### config.mk
export PLATFORM = sky130hd
export DESIGN_NAME = sobel3_cfg
export DESIGN_NICKNAME = d
export VERILOG_FILES = /design/src/sv/sobel3_pkg.sv /design/src/sv/sobel3_window_top_note.sv
export SDC_FILE = /design/constraint.sdc
export NUM_CORES = 1
export LEC_CHECK = 0
export BUFFER_PORTS_ARGS = -buffer_cell sky130_fd_sc_hd__buf_4
export CAP_MARGIN = 20
export CORE_MARGIN = 4
export CORE_UTILIZATION = 40
export DETAILED_ROUTE_END_ITERATION = 7
export PLACE_DENSITY = 0.69
export SYNTH_ARGS = -nofsm -noshare
export SYNTH_HDL_FRONTEND = slang
export SYNTH_SLANG_ARGS = --single-unit
### constraint.sdc
create_clock -name aclk -period 1 [get_ports aclk]
set_input_delay 0.15 -clock aclk [delete_from_list [all_inputs] [get_ports aclk]]
set_output_delay 0.15 -clock aclk [all_outputs]
set_load 0.1 [all_outputs]
### src/sv/sobel3_pkg.sv
// Shared types and constants for the 3x3 Sobel gradient stream core.
// Used by the configuration block, the window front end, the result issue stage and the top level.
// No dependencies.
`timescale 1ns / 1ps
`default_nettype none

package sobel3_pkg;

    localparam int PIX_W          = 8;
    localparam int GRAD_W         = 11;
    localparam int FRAME_WIDTH_W  = 13;
    localparam int FRAME_HEIGHT_W = 16;
    localparam int CFG_DATA_W     = 16;
    localparam int CFG_INDEX_W    = 1;
    localparam int M_TDATA_W      = 24;

    // Register indexes of the configuration port.
    localparam logic [CFG_INDEX_W-1:0] REG_FRAME_WIDTH  = 1'd0;
    localparam logic [CFG_INDEX_W-1:0] REG_FRAME_HEIGHT = 1'd1;

    // Bit positions in the per-pixel result mask, in raster order of release.
    localparam int RES_N         = 4;
    localparam int RES_INNER     = 0;  // result one column to the left, row above
    localparam int RES_ROW_EDGE  = 1;  // right border result, row above
    localparam int RES_LAST_ROW  = 2;  // result one column to the left, last row
    localparam int RES_LAST_EDGE = 3;  // right border result, last row

    typedef logic [PIX_W-1:0]              pix_t;
    typedef logic signed [GRAD_W-1:0]      grad_t;
    typedef logic [2:0][2:0][PIX_W-1:0]    win_t;   // [row][column], row 0 on top
    typedef logic [RES_N-1:0]              res_mask_t;

    typedef struct packed {
        win_t      win;
        res_mask_t mask;
        logic      first_row;
    } job_t;

endpackage

`default_nettype wire

### src/sv/sobel3_window_top_note.sv
// Configuration register block: holds frame width and height written over the
// plain write port.
// Depends on sobel3_pkg.
`timescale 1ns / 1ps
`default_nettype none

module sobel3_cfg
    import sobel3_pkg::*;
(
    input  wire logic                      aclk,
    input  wire logic                      aresetn,
    input  wire logic                      cfg_we,
    input  wire logic [CFG_INDEX_W-1:0]    cfg_index,
    input  wire logic [CFG_DATA_W-1:0]     cfg_wdata,
    output logic      [FRAME_WIDTH_W-1:0]  frame_width,
    output logic      [FRAME_HEIGHT_W-1:0] frame_height
);

    logic [FRAME_WIDTH_W-1:0]  width_reg, width_next;
    logic [FRAME_HEIGHT_W-1:0] height_reg, height_next;

    always_comb begin
        width_next  = width_reg;
        height_next = height_reg;
        if (cfg_we) begin
            unique case (cfg_index)
                REG_FRAME_WIDTH:  width_next  = cfg_wdata[FRAME_WIDTH_W-1:0];
                REG_FRAME_HEIGHT: height_next = cfg_wdata[FRAME_HEIGHT_W-1:0];
                default: begin
                    width_next  = width_reg;
                    height_next = height_reg;
                end
            endcase
        end
    end

    always_ff @(posedge aclk) begin
        if (!aresetn) begin
            width_reg  <= FRAME_WIDTH_W'(640);
            height_reg <= FRAME_HEIGHT_W'(480);
        end else begin
            width_reg  <= width_next;
            height_reg <= height_next;
        end
    end

    assign frame_width  = width_reg;
    assign frame_height = height_reg;

endmodule

`default_nettype wire

==> results.json <==
{
  "postSynthCellCount": 121,
  "start_kind": "flip-flop",
  "period_needed_ps": 1030,
  "overflow": 0,
  "synthDominantCellAreaShare_pct": 50.8,
  "cts_sinks": 29,
  "setup_viol": 20,
  "cp.buffers_inverters": 1,
  "syn_area_sq_um": 1140,
  "synth.avg_cell_area_sq_um": 9.45,
  "slew_headroom_pct": 69.7,
  "r2r_cells": 3,
  "critPathLaunch": "frame_height[9]$_SDFFE_PN0P_",
  "path_clk_slew_ps": 90,
  "reg2reg_to": "frame_height[7]$_SDFFE_PN1P_",
  "drc_errors": 0,
  "synth_fp_nets": 141,
  "synth.area.top_cells": "dfxtp_1 (51%), mux2i_1 (17%), nand2_1 (11%)",
  "cts_max_level": 2,
  "violations": "negative setup slack",
  "design_area_sq_um": 2020,
  "dp_hpwl_um": 2050,
  "ios": 49,
  "dp_cells": 195,
  "grt_pass1_vias": 1035,
  "chipHeight_um": 61.5,
  "root_buffer": "clkbuf_4",
  "max_freq_ghz": 0.975,
  "synth_ff_type": "dfxtp_1",
  "die_w_um": 61.5,
  "wl_per_cell_um": 14.9,
  "antenna_found_initial": 0,
  "dpl_cell_area_sq_um": 1560,
  "hold_class": "input port to flip-flop",
  "p_leak_nw": 0.905,
  "fin_worst_skew_ps": 0,
  "slew_violations": 0,
  "start_util_pct": 41.8,
  "cp_cell_sequence": "buf_12",
  "synth_top_area_cell": "dfxtp_1",
  "synth-edff-count": 0,
  "core_area_sq_um": 2730,
  "ys_seq_area_share_pct": 50.8,
  "fin_nets": 197,
  "grt_pass1_wl_um": 4720,
  "rrSetupSlack_ps": 270,
  "clockBufferDepth": 2,
  "ir_drop_uv": 1380,
  "end_kind": "output pin",
  "ys_seq_elements": 29,
  "setup_slack_ps": -25.7,
  "holdPathStages": 3,
  "status": "complete, but fails checks",
  "worstMarginPinSlew_ps": 455,
  "setup.worst_path.class": "flip-flop to output pin",
  "critPathMaxFanout": 2,
  "fin_crit_sh_pct": 103,
  "dieArea_sq_um": 3780,
  "yosysUniqueCellTypes": 17,
  "stdcell_count": 208,
  "worstPathRequired_ps": 850,
  "grtUsageTotal_pct": 17.5,
  "synth-warning-count": 0,
  "p_per_area_nw_per_um2": 1480,
  "arrival_ps": 880,
  "portBuffers": 48,
  "routed_wl_um": 3100,
  "gp_congestion": 0.775,
  "maxCapViolations": 0,
  "firstDrtPassIters": 4,
  "r2r-start": "frame_height[7]$_SDFFE_PN1P_",
  "via_count": 1041,
  "drive_above_1_share_pct": 54.2,
  "cpMaxStageDelayCell": "dfxtp_4",
  "via_per_inst": 5.00,
  "diodes": 0,
  "hp-start": "cfg_wdata[15]",
  "worstSkewPairLatency_ps": 320,
  "postRouteAntennaNets": 0,
  "yosysMostFrequentCell": "nand2_1",
  "holdPathEnd": "frame_height[15]$_SDFFE_PN0P_",
  "tritoncts": "yes",
  "cts_buffers": 5,
  "slowest_delay_ps": 380,
  "synth-async-reset-ratio_pct": 0,
  "row_count": 19,
  "rsz0062_at_grt": "true",
  "drt_iter0_markers": 8,
  "grt_max_degree": 45,
  "hold_violations": 0,
  "syn2layout_area_growth_pct": 76.9,
  "hold_buffers": 0,
  "synthTopCellsByCount": "nand2_1 (35), dfxtp_1 (29), mux2i_1 (19)",
  "cp_top_family": "flip-flops"
}
placed cells by master, fill, tap and decap left out:
cell type,netlist,routed
and2_1,1,1
buf_12,1,30
buf_4,1,29
clkbuf_1,2,1
clkbuf_4,0,5
clkbuf_8,0,1
dfxtp_2,0,28
dfxtp_4,0,1
inv_1,6,6
mux2i_1,19,19
nand2_1,35,35
nand3_1,4,4
nand3b_1,2,2
nand4_1,4,4
nor2b_1,1,1
o211ai_1,4,4
o211ai_2,2,2
o21ai_1,4,4
kinds of logic (layout without fill, tap and decap cells):
family | Yosys count | count (layout) | share of synthesized area [%]
buffers and inverters | 16 | 72 | 8.21
multiplexers | 19 | 19 | 16.6
AND/OR/NAND/NOR | 47 | 47 | 17.8
AO/OA/AOI/OAI | 10 | 10 | 6.56
flip-flops | 29 | 29 | 50.8
layout make-up:
type / count / area (sq um)
Fill cell: 207 / 711
Multi-Input combinational cell: 76 / 469
Clock buffer: 7 / 55.1
Inverter: 6 / 22.5
Timing Repair Buffer: 59 / 818
Sequential cell: 29 / 619
Tap cell: 31 / 38.8
layer usage:
| layer | global-route usage, % | vias up | wire (um) |
|---|---|---|---|
| met1 | 20.4 | 484 | 1230 |
| met2 | 29.5 | 36 | 1580 |
| li1 | - | 514 | - |
| met5 | 0 | - | 0 |
| met3 | 5.87 | 7 | 237 |
| met4 | 7.27 | 0 | 55 |
state kept, by name, summed over array words and instances, names as in the netlist:
name,cells
frame_width,13
frame_height,16
repair_timing:
action / in CTS / in global routing
setup endpoints to repair: 29 / 29
setup buffers: 5 / 1
resized for setup: 87 / 1
power breakdown:
part,switching (W),internal (W)
clock network,0.000380,0.000331
registers,0.0000680,0.00123
logic,0.000607,0.000371
total,0.00106,0.00193
per-stage QoR:
stage | TNS, ps | hold WS, ps | utilization (%) | worst slack [ps] | total power (W)
after detailed placement | 0 | 401 | 57.0 | 7.82 | 0.00209
after CTS | -366 | 64.4 | 73.6 | -26.4 | 0.00299
after floorplan | 0 | 285 | - | 28.5 | 0.00190
final | -200 | 65.6 | 74.0 | -25.7 | 0.00299
after global placement | 0 | 386 | 57.0 | 44.0 | 0.00208
after global routing | -1000 | 72.5 | 74.0 | -55.2 | 0.00309
how the worst max path moves through the flow:
stage,slack (ps),cells past startpoint,endpoint
global route,-60,1,frame_height[9]
CTS,-30,1,frame_height[9]
detailed placement,8,3,frame_height[10]$_SDFFE_PN0P_
global placement,40,3,frame_height[10]$_SDFFE_PN0P_
finish,-30,1,frame_height[9]
floorplan,30,2,frame_width[7]$_SDFFE_PN1P_
No activity file was read; power rests on OpenSTA's default activity.
