### src/sv/sobel3_pkg.sv
// Shared types and constants for the 3x3 Sobel gradient stream core.
// Used by the configuration block, the window front end, the result issue stage and the top level.
// No dependencies.
`timescale 1ns / 1ps
`default_nettype none

package sobel3_pkg;

    localparam int PIX_W          = 8;
    localparam int GRAD_W         = 11;
    localparam int FRAME_WIDTH_W  = 13;
    localparam int FRAME_HEIGHT_W = 16;
    localparam int CFG_DATA_W     = 16;
    localparam int CFG_INDEX_W    = 1;
    localparam int M_TDATA_W      = 24;

    // Register indexes of the configuration port.
    localparam logic [CFG_INDEX_W-1:0] REG_FRAME_WIDTH  = 1'd0;
    localparam logic [CFG_INDEX_W-1:0] REG_FRAME_HEIGHT = 1'd1;

    // Bit positions in the per-pixel result mask, in raster order of release.
    localparam int RES_N         = 4;
    localparam int RES_INNER     = 0;  // result one column to the left, row above
    localparam int RES_ROW_EDGE  = 1;  // right border result, row above
    localparam int RES_LAST_ROW  = 2;  // result one column to the left, last row
    localparam int RES_LAST_EDGE = 3;  // right border result, last row

    typedef logic [PIX_W-1:0]              pix_t;
    typedef logic signed [GRAD_W-1:0]      grad_t;
    typedef logic [2:0][2:0][PIX_W-1:0]    win_t;   // [row][column], row 0 on top
    typedef logic [RES_N-1:0]              res_mask_t;

    typedef struct packed {
        win_t      win;
        res_mask_t mask;
        logic      first_row;
    } job_t;

endpackage

`default_nettype wire

### src/sv/sobel3_issue.sv
// Result issue stage: holds one pixel's window and result mask, releases its pending
// results one per cycle, unless stalled, via the output register with the gradients.
// Depends on sobel3_pkg.
`timescale 1ns / 1ps
`default_nettype none

module sobel3_issue
    import sobel3_pkg::*;
(
    input  wire logic aclk,
    input  wire logic aresetn,
    input  wire logic accept,
    input  wire job_t job_in,
    output logic      in_ready,
    output logic      out_valid,
    input  wire logic out_ready,
    output grad_t     grad_x,
    output grad_t     grad_y,
    output logic      row_end,
    output logic      frame_end
);

    localparam int SUM_W = PIX_W + 2;

    win_t       win_reg, win_next;
    logic       first_reg, first_next;
    res_mask_t  mask_reg, mask_next;
    res_mask_t  pick;
    logic       out_load, fire, single;
    logic       edge_cols, last_rows;
    win_t       rsel, v;
    logic [SUM_W-1:0] sum_l, sum_r, sum_t, sum_b;
    grad_t      gx, gy;

    logic  valid_reg, valid_next;
    grad_t gx_reg, gy_reg;
    logic  row_end_reg, frame_end_reg;

    assign pick      = mask_reg & (~mask_reg + RES_N'(1));
    assign single    = ((mask_reg & (mask_reg - RES_N'(1))) == '0);
    assign out_load  = !valid_reg || out_ready;
    assign fire      = out_load && (mask_reg != '0);
    assign in_ready  = (mask_reg == '0) || (fire && single);

    assign edge_cols = pick[RES_ROW_EDGE] | pick[RES_LAST_EDGE];
    assign last_rows = pick[RES_LAST_ROW] | pick[RES_LAST_EDGE];

    // Last-row results repeat the bottom row below, and on a one-row frame above too.
    always_comb begin
        rsel[0] = last_rows ? (first_reg ? win_reg[2] : win_reg[1]) : win_reg[0];
        rsel[1] = last_rows ? win_reg[2] : win_reg[1];
        rsel[2] = win_reg[2];
        for (int i = 0; i < 3; i++) begin
            v[i][0] = edge_cols ? rsel[i][1] : rsel[i][0];
            v[i][1] = edge_cols ? rsel[i][2] : rsel[i][1];
            v[i][2] = rsel[i][2];
        end
    end

    assign sum_l = SUM_W'(v[0][0]) + {1'b0, v[1][0], 1'b0} + SUM_W'(v[2][0]);
    assign sum_r = SUM_W'(v[0][2]) + {1'b0, v[1][2], 1'b0} + SUM_W'(v[2][2]);
    assign sum_t = SUM_W'(v[0][0]) + {1'b0, v[0][1], 1'b0} + SUM_W'(v[0][2]);
    assign sum_b = SUM_W'(v[2][0]) + {1'b0, v[2][1], 1'b0} + SUM_W'(v[2][2]);
    assign gx    = $signed({1'b0, sum_r}) - $signed({1'b0, sum_l});
    assign gy    = $signed({1'b0, sum_b}) - $signed({1'b0, sum_t});

    always_comb begin
        win_next   = win_reg;
        first_next = first_reg;
        mask_next  = mask_reg;
        if (accept) begin
            win_next   = job_in.win;
            first_next = job_in.first_row;
            mask_next  = job_in.mask;
        end else if (fire) begin
            mask_next  = mask_reg & ~pick;
        end
        valid_next = out_load ? fire : valid_reg;
    end

    always_ff @(posedge aclk) begin
        if (!aresetn) begin
            mask_reg  <= '0;
            valid_reg <= 1'b0;
        end else begin
            mask_reg  <= mask_next;
            valid_reg <= valid_next;
        end
    end

    always_ff @(posedge aclk) begin
        win_reg   <= win_next;
        first_reg <= first_next;
        if (fire) begin
            gx_reg        <= gx;
            gy_reg        <= gy;
            row_end_reg   <= edge_cols;
            frame_end_reg <= pick[RES_LAST_EDGE];
        end
    end

    assign out_valid = valid_reg;
    assign grad_x    = gx_reg;
    assign grad_y    = gy_reg;
    assign row_end   = row_end_reg;
    assign frame_end = frame_end_reg;

endmodule

`default_nettype wire

### config.mk
export PLATFORM = sky130hd
export DESIGN_NAME = sobel3_issue
export DESIGN_NICKNAME = d
export VERILOG_FILES = /design/src/sv/sobel3_pkg.sv /design/src/sv/sobel3_issue.sv
export SDC_FILE = /design/constraint.sdc
export NUM_CORES = 1
export LEC_CHECK = 0
export BUFFER_PORTS_ARGS = -buffer_cell sky130_fd_sc_hd__buf_2
export CORE_MARGIN = 5
export CORE_UTILIZATION = 30
export DETAILED_ROUTE_END_ITERATION = 10
export MAX_ROUTING_LAYER = met4
export PLACE_DENSITY = 0.55
export RECOVER_POWER = 25
export SYNTH_ARGS = -nofsm -noshare
export SYNTH_HDL_FRONTEND = slang
export SYNTH_SLANG_ARGS = --single-unit
### constraint.sdc
create_clock -name aclk -period 4.3 [get_ports aclk]
set_input_delay 0.43 -clock aclk [delete_from_list [all_inputs] [get_ports aclk]]
set_output_delay 0.43 -clock aclk [all_outputs]
set_load 0.02 [all_outputs]
==> run_results.csv <==
group,metric,value,unit
power_and_ir_drop,finalPower,7.79,mW
sta,relSlewSlack,51.4,%
final_layout,area_delta_synth_final,38.3,%
power_and_ir_drop,combPwrFrac,69.3,%
final_layout,largest_reg_flops,48,
critical_path,cp_max_fo,4,
cts,clk_latency,0.35,ns
critical_path,end_kind,"register",
final_layout,drive_gt1_share,45.4,%
sta,hold_viol,0,
sta,skew,0.00636,ns
detailed_routing,drcViolationCount,0,
critical_path,worstPathRequired,4.41,ns
place,dp.cells,997,
synth,yosysSeqAreaShare,44.7,%
cts,cts.reportedPaths.clkPinSlew,0.07,ns
detailed_routing,routed_wl,15700,um
cts,cts_buffer_depth,2,
synth,synth_top_cell_by_area,"edfxtp_1",
worst_hold_path,hp-class,"in2reg",
synth,synth_compound_area_share,7.38,%
synth,synthArstFlopShare,0,%
place,place_congestion,0.818,
final_layout,final_util,42.5,%
outcome,status,"finished clean",
synth,yosys.area_share.simple,5.62,%
sta,rsz0062_at_grt,"true",
synth,synth_xor_area_share,2.47,%
cts,cts_tree,"built",
floorplan,dieHeight,160,um
detailed_routing,ant_nets,0,
power_and_ir_drop,irDropWorstVdd,548,uV
sta,fin_setup_tns,0,ns
synth,yosys_most_used_dff,"edfxtp_1",
floorplan,rows,54,
power_and_ir_drop,power.internal,4.73,mW
grt,antenna_found_initial,1,
place,portBuffers,106,
synth,synth_top_family_by_area,"adder cells",
floorplan,die_area,0.0256,mm2
synth,synth-edff-count,97,
critical_path,critical_path_class,"reg2reg",
job,cap_viol_max_count,0,
synth,synth_top_area_share,43.2,%
detailed_routing,drt_pass1_iterations,4,
place,dp_hpwl,11900,um
cts,cts_made_buffers,9,
cts,root_buffer,"clkbuf_16",
sta,final.period_utilization,98.9,%
synth,ys_ff_latch,102,
synth,synth_fa_ha_area_share,22.4,%
sta,slew_viol_final,0,
power_and_ir_drop,clkPwrFrac,10.3,%
grt,grt_first_pass_wirelength,24700,um
power_and_ir_drop,switching_share,39.3,%
synth,yosys_warnings,0,
detailed_routing,dr.first_iter.drc_count,299,
grt,grt_pass1_vias,4861,
synth,syn_inst,563,
final_layout,final_cell_mix,"106 x buf_2, 97 x edfxtp_1, 85 x inv_1, 83 x buf_4, 54 x fa_1",
sta,min_period,4.25,ns
floorplan,dieWidth,160,um
synth,synth_area_leaders,"edfxtp_1 43%, fa_1 17%, inv_1 5.7%, mux2i_1 5.5%, ha_1 5.4%",
cts,numClockSinks,102,
synth,synth_cell_type_count,38,
grt,grt_usage,12.4,%
detailed_routing,wl_per_cell,14.9,um
power_and_ir_drop,leakagePower,4.18,nW
final_layout,stdcell_count,1058,
detailed_routing,via_per_inst,4.37,
power_and_ir_drop,seqPwrFrac,20.4,%
floorplan,core,0.0220,mm2
grt,grt_overflow,0,
critical_path,cp.arrival,4.36,ns
detailed_routing,vias,4628,
sta,worstMarginPinSlew,0.729,ns
final_layout,final_common_cell,"buf_2",
floorplan,io-pin-count,107,
synth,avgSynthCellArea,12.0,um2
sta,fmax,235,MHz
synth,synth_mux_area_share,9.88,%
sta,setup_viol,0,
synth,synth_nets,730,
floorplan,start_util,30.7,%
synth,syn-cell-area,0.00675,mm2
power_and_ir_drop,power_density,835,mW/mm2
power_and_ir_drop,power.switching,3.06,mW
cts,htreeDepth,3,
critical_path,critPathLaunchType,"register",
final_layout,fin_nets,939,
grt,grt_max_degree,52,
==> worst paths after layout <==
| kind | cells past startpoint | slack, ns | end | from |
|---|---|---|---|---|
| worst max-delay path | 16 | 0.05 | grad_y[8] | first_reg |
| worst max register to register | 16 | 0.05 | grad_y[8] | first_reg |
| worst min register to register | 2 | 0.60 | out_valid | mask_reg[3] |
| worst min-delay path | 1 | 0.24 | win_reg[7] | job_in[12] |
==> routing by layer <==
metal	global-route usage (%)	routed length (um)
met1	17.1	7710
met2	18.7	7400
met3	2.53	438
met4	3.52	194
met5	-	0
==> cell type report <==
type | count | area (um2)
Clock inverter | 7 | 65.1
Inverter | 103 | 387
Timing Repair Buffer | 216 | 1550
Antenna cell | 1 | 2.50
Tap cell | 280 | 350
Fill cell | 2077 | 12600
Clock buffer | 9 | 225
Sequential cell | 102 | 3020
Multi-Input combinational cell | 340 | 3740
==> critical path, cell delays in order, from the launching register on <==
cell and delay, ns:
edfxtp_1 0.47, buf_6 0.18, mux2i_2 0.19, inv_1 0.06, mux4_2 0.49, xor2_1 0.16, ha_1 0.31, fa_1 0.51
inv_2 0.04, fa_1 0.51, inv_1 0.05, ha_1 0.26, a21o_1 0.16, a21oi_2 0.19, o21ai_2 0.09, a31o_2 0.22
xor2_1 0.13
==> repair_timing <==
| action | 4_1_cts | 5_1_grt |
|---|---|---|
| gates cloned | 1 | 2 |
| pin swaps | 16 | 57 |
| setup endpoints to repair | 11 | 12 |
| setup buffers | 12 | 30 |
| hold buffers | 0 | 0 |
| resized for setup | 30 | 110 |
==> synth_stat cells (5+ instances only) <==
cell,n
nor2_1,23
o21ai_0,21
a21o_1,7
fa_1,57
mux2_2,19
a21oi_1,30
mux2i_1,37
inv_1,102
and2_1,5
xnor2_1,15
ha_1,29
nand2_1,51
o21a_1,6
o211ai_1,6
a31oi_1,5
buf_2,9
dfxtp_1,5
edfxtp_1,97
==> kinds of logic (layout without fill, tap and decap cells) <==
family	count (synthesis)	after routing
fa+ha+maj	87	87
other cells	0	1
compound gates	84	84
mux	60	60
flops	102	102
buf+inv	121	335
xor+xnor	19	19
simple gates	90	90
==> stage by stage <==
step | setup slack [ns] | hold slack [ns] | instance area [um2]
after floorplan | -0.0232 | 0.509 | 6760
after global placement | -0.183 | 0.607 | 8090
after detailed placement | -0.175 | 0.608 | 8090
after CTS | -0.0660 | 0.233 | 8600
after global routing | -0.104 | 0.228 | 9330
final | 0.0494 | 0.245 | 9330
==> power groups by stage <==
| stage | sequential [mW] | combinational (mW) | clock [mW] |
|---|---|---|---|
| 3_5_place_dp | 1.61 | 4.15 | 0 |
| 4_1_cts | 1.59 | 4.40 | 0.836 |
| 5_1_grt | 1.61 | 5.96 | 0.882 |
| 2_1_floorplan | 1.74 | 2.58 | 0 |
| 3_3_place_gp | 1.61 | 4.07 | 0 |
| 6_report | 1.59 | 5.40 | 0.805 |
Power figures use the tool's default switching activity.
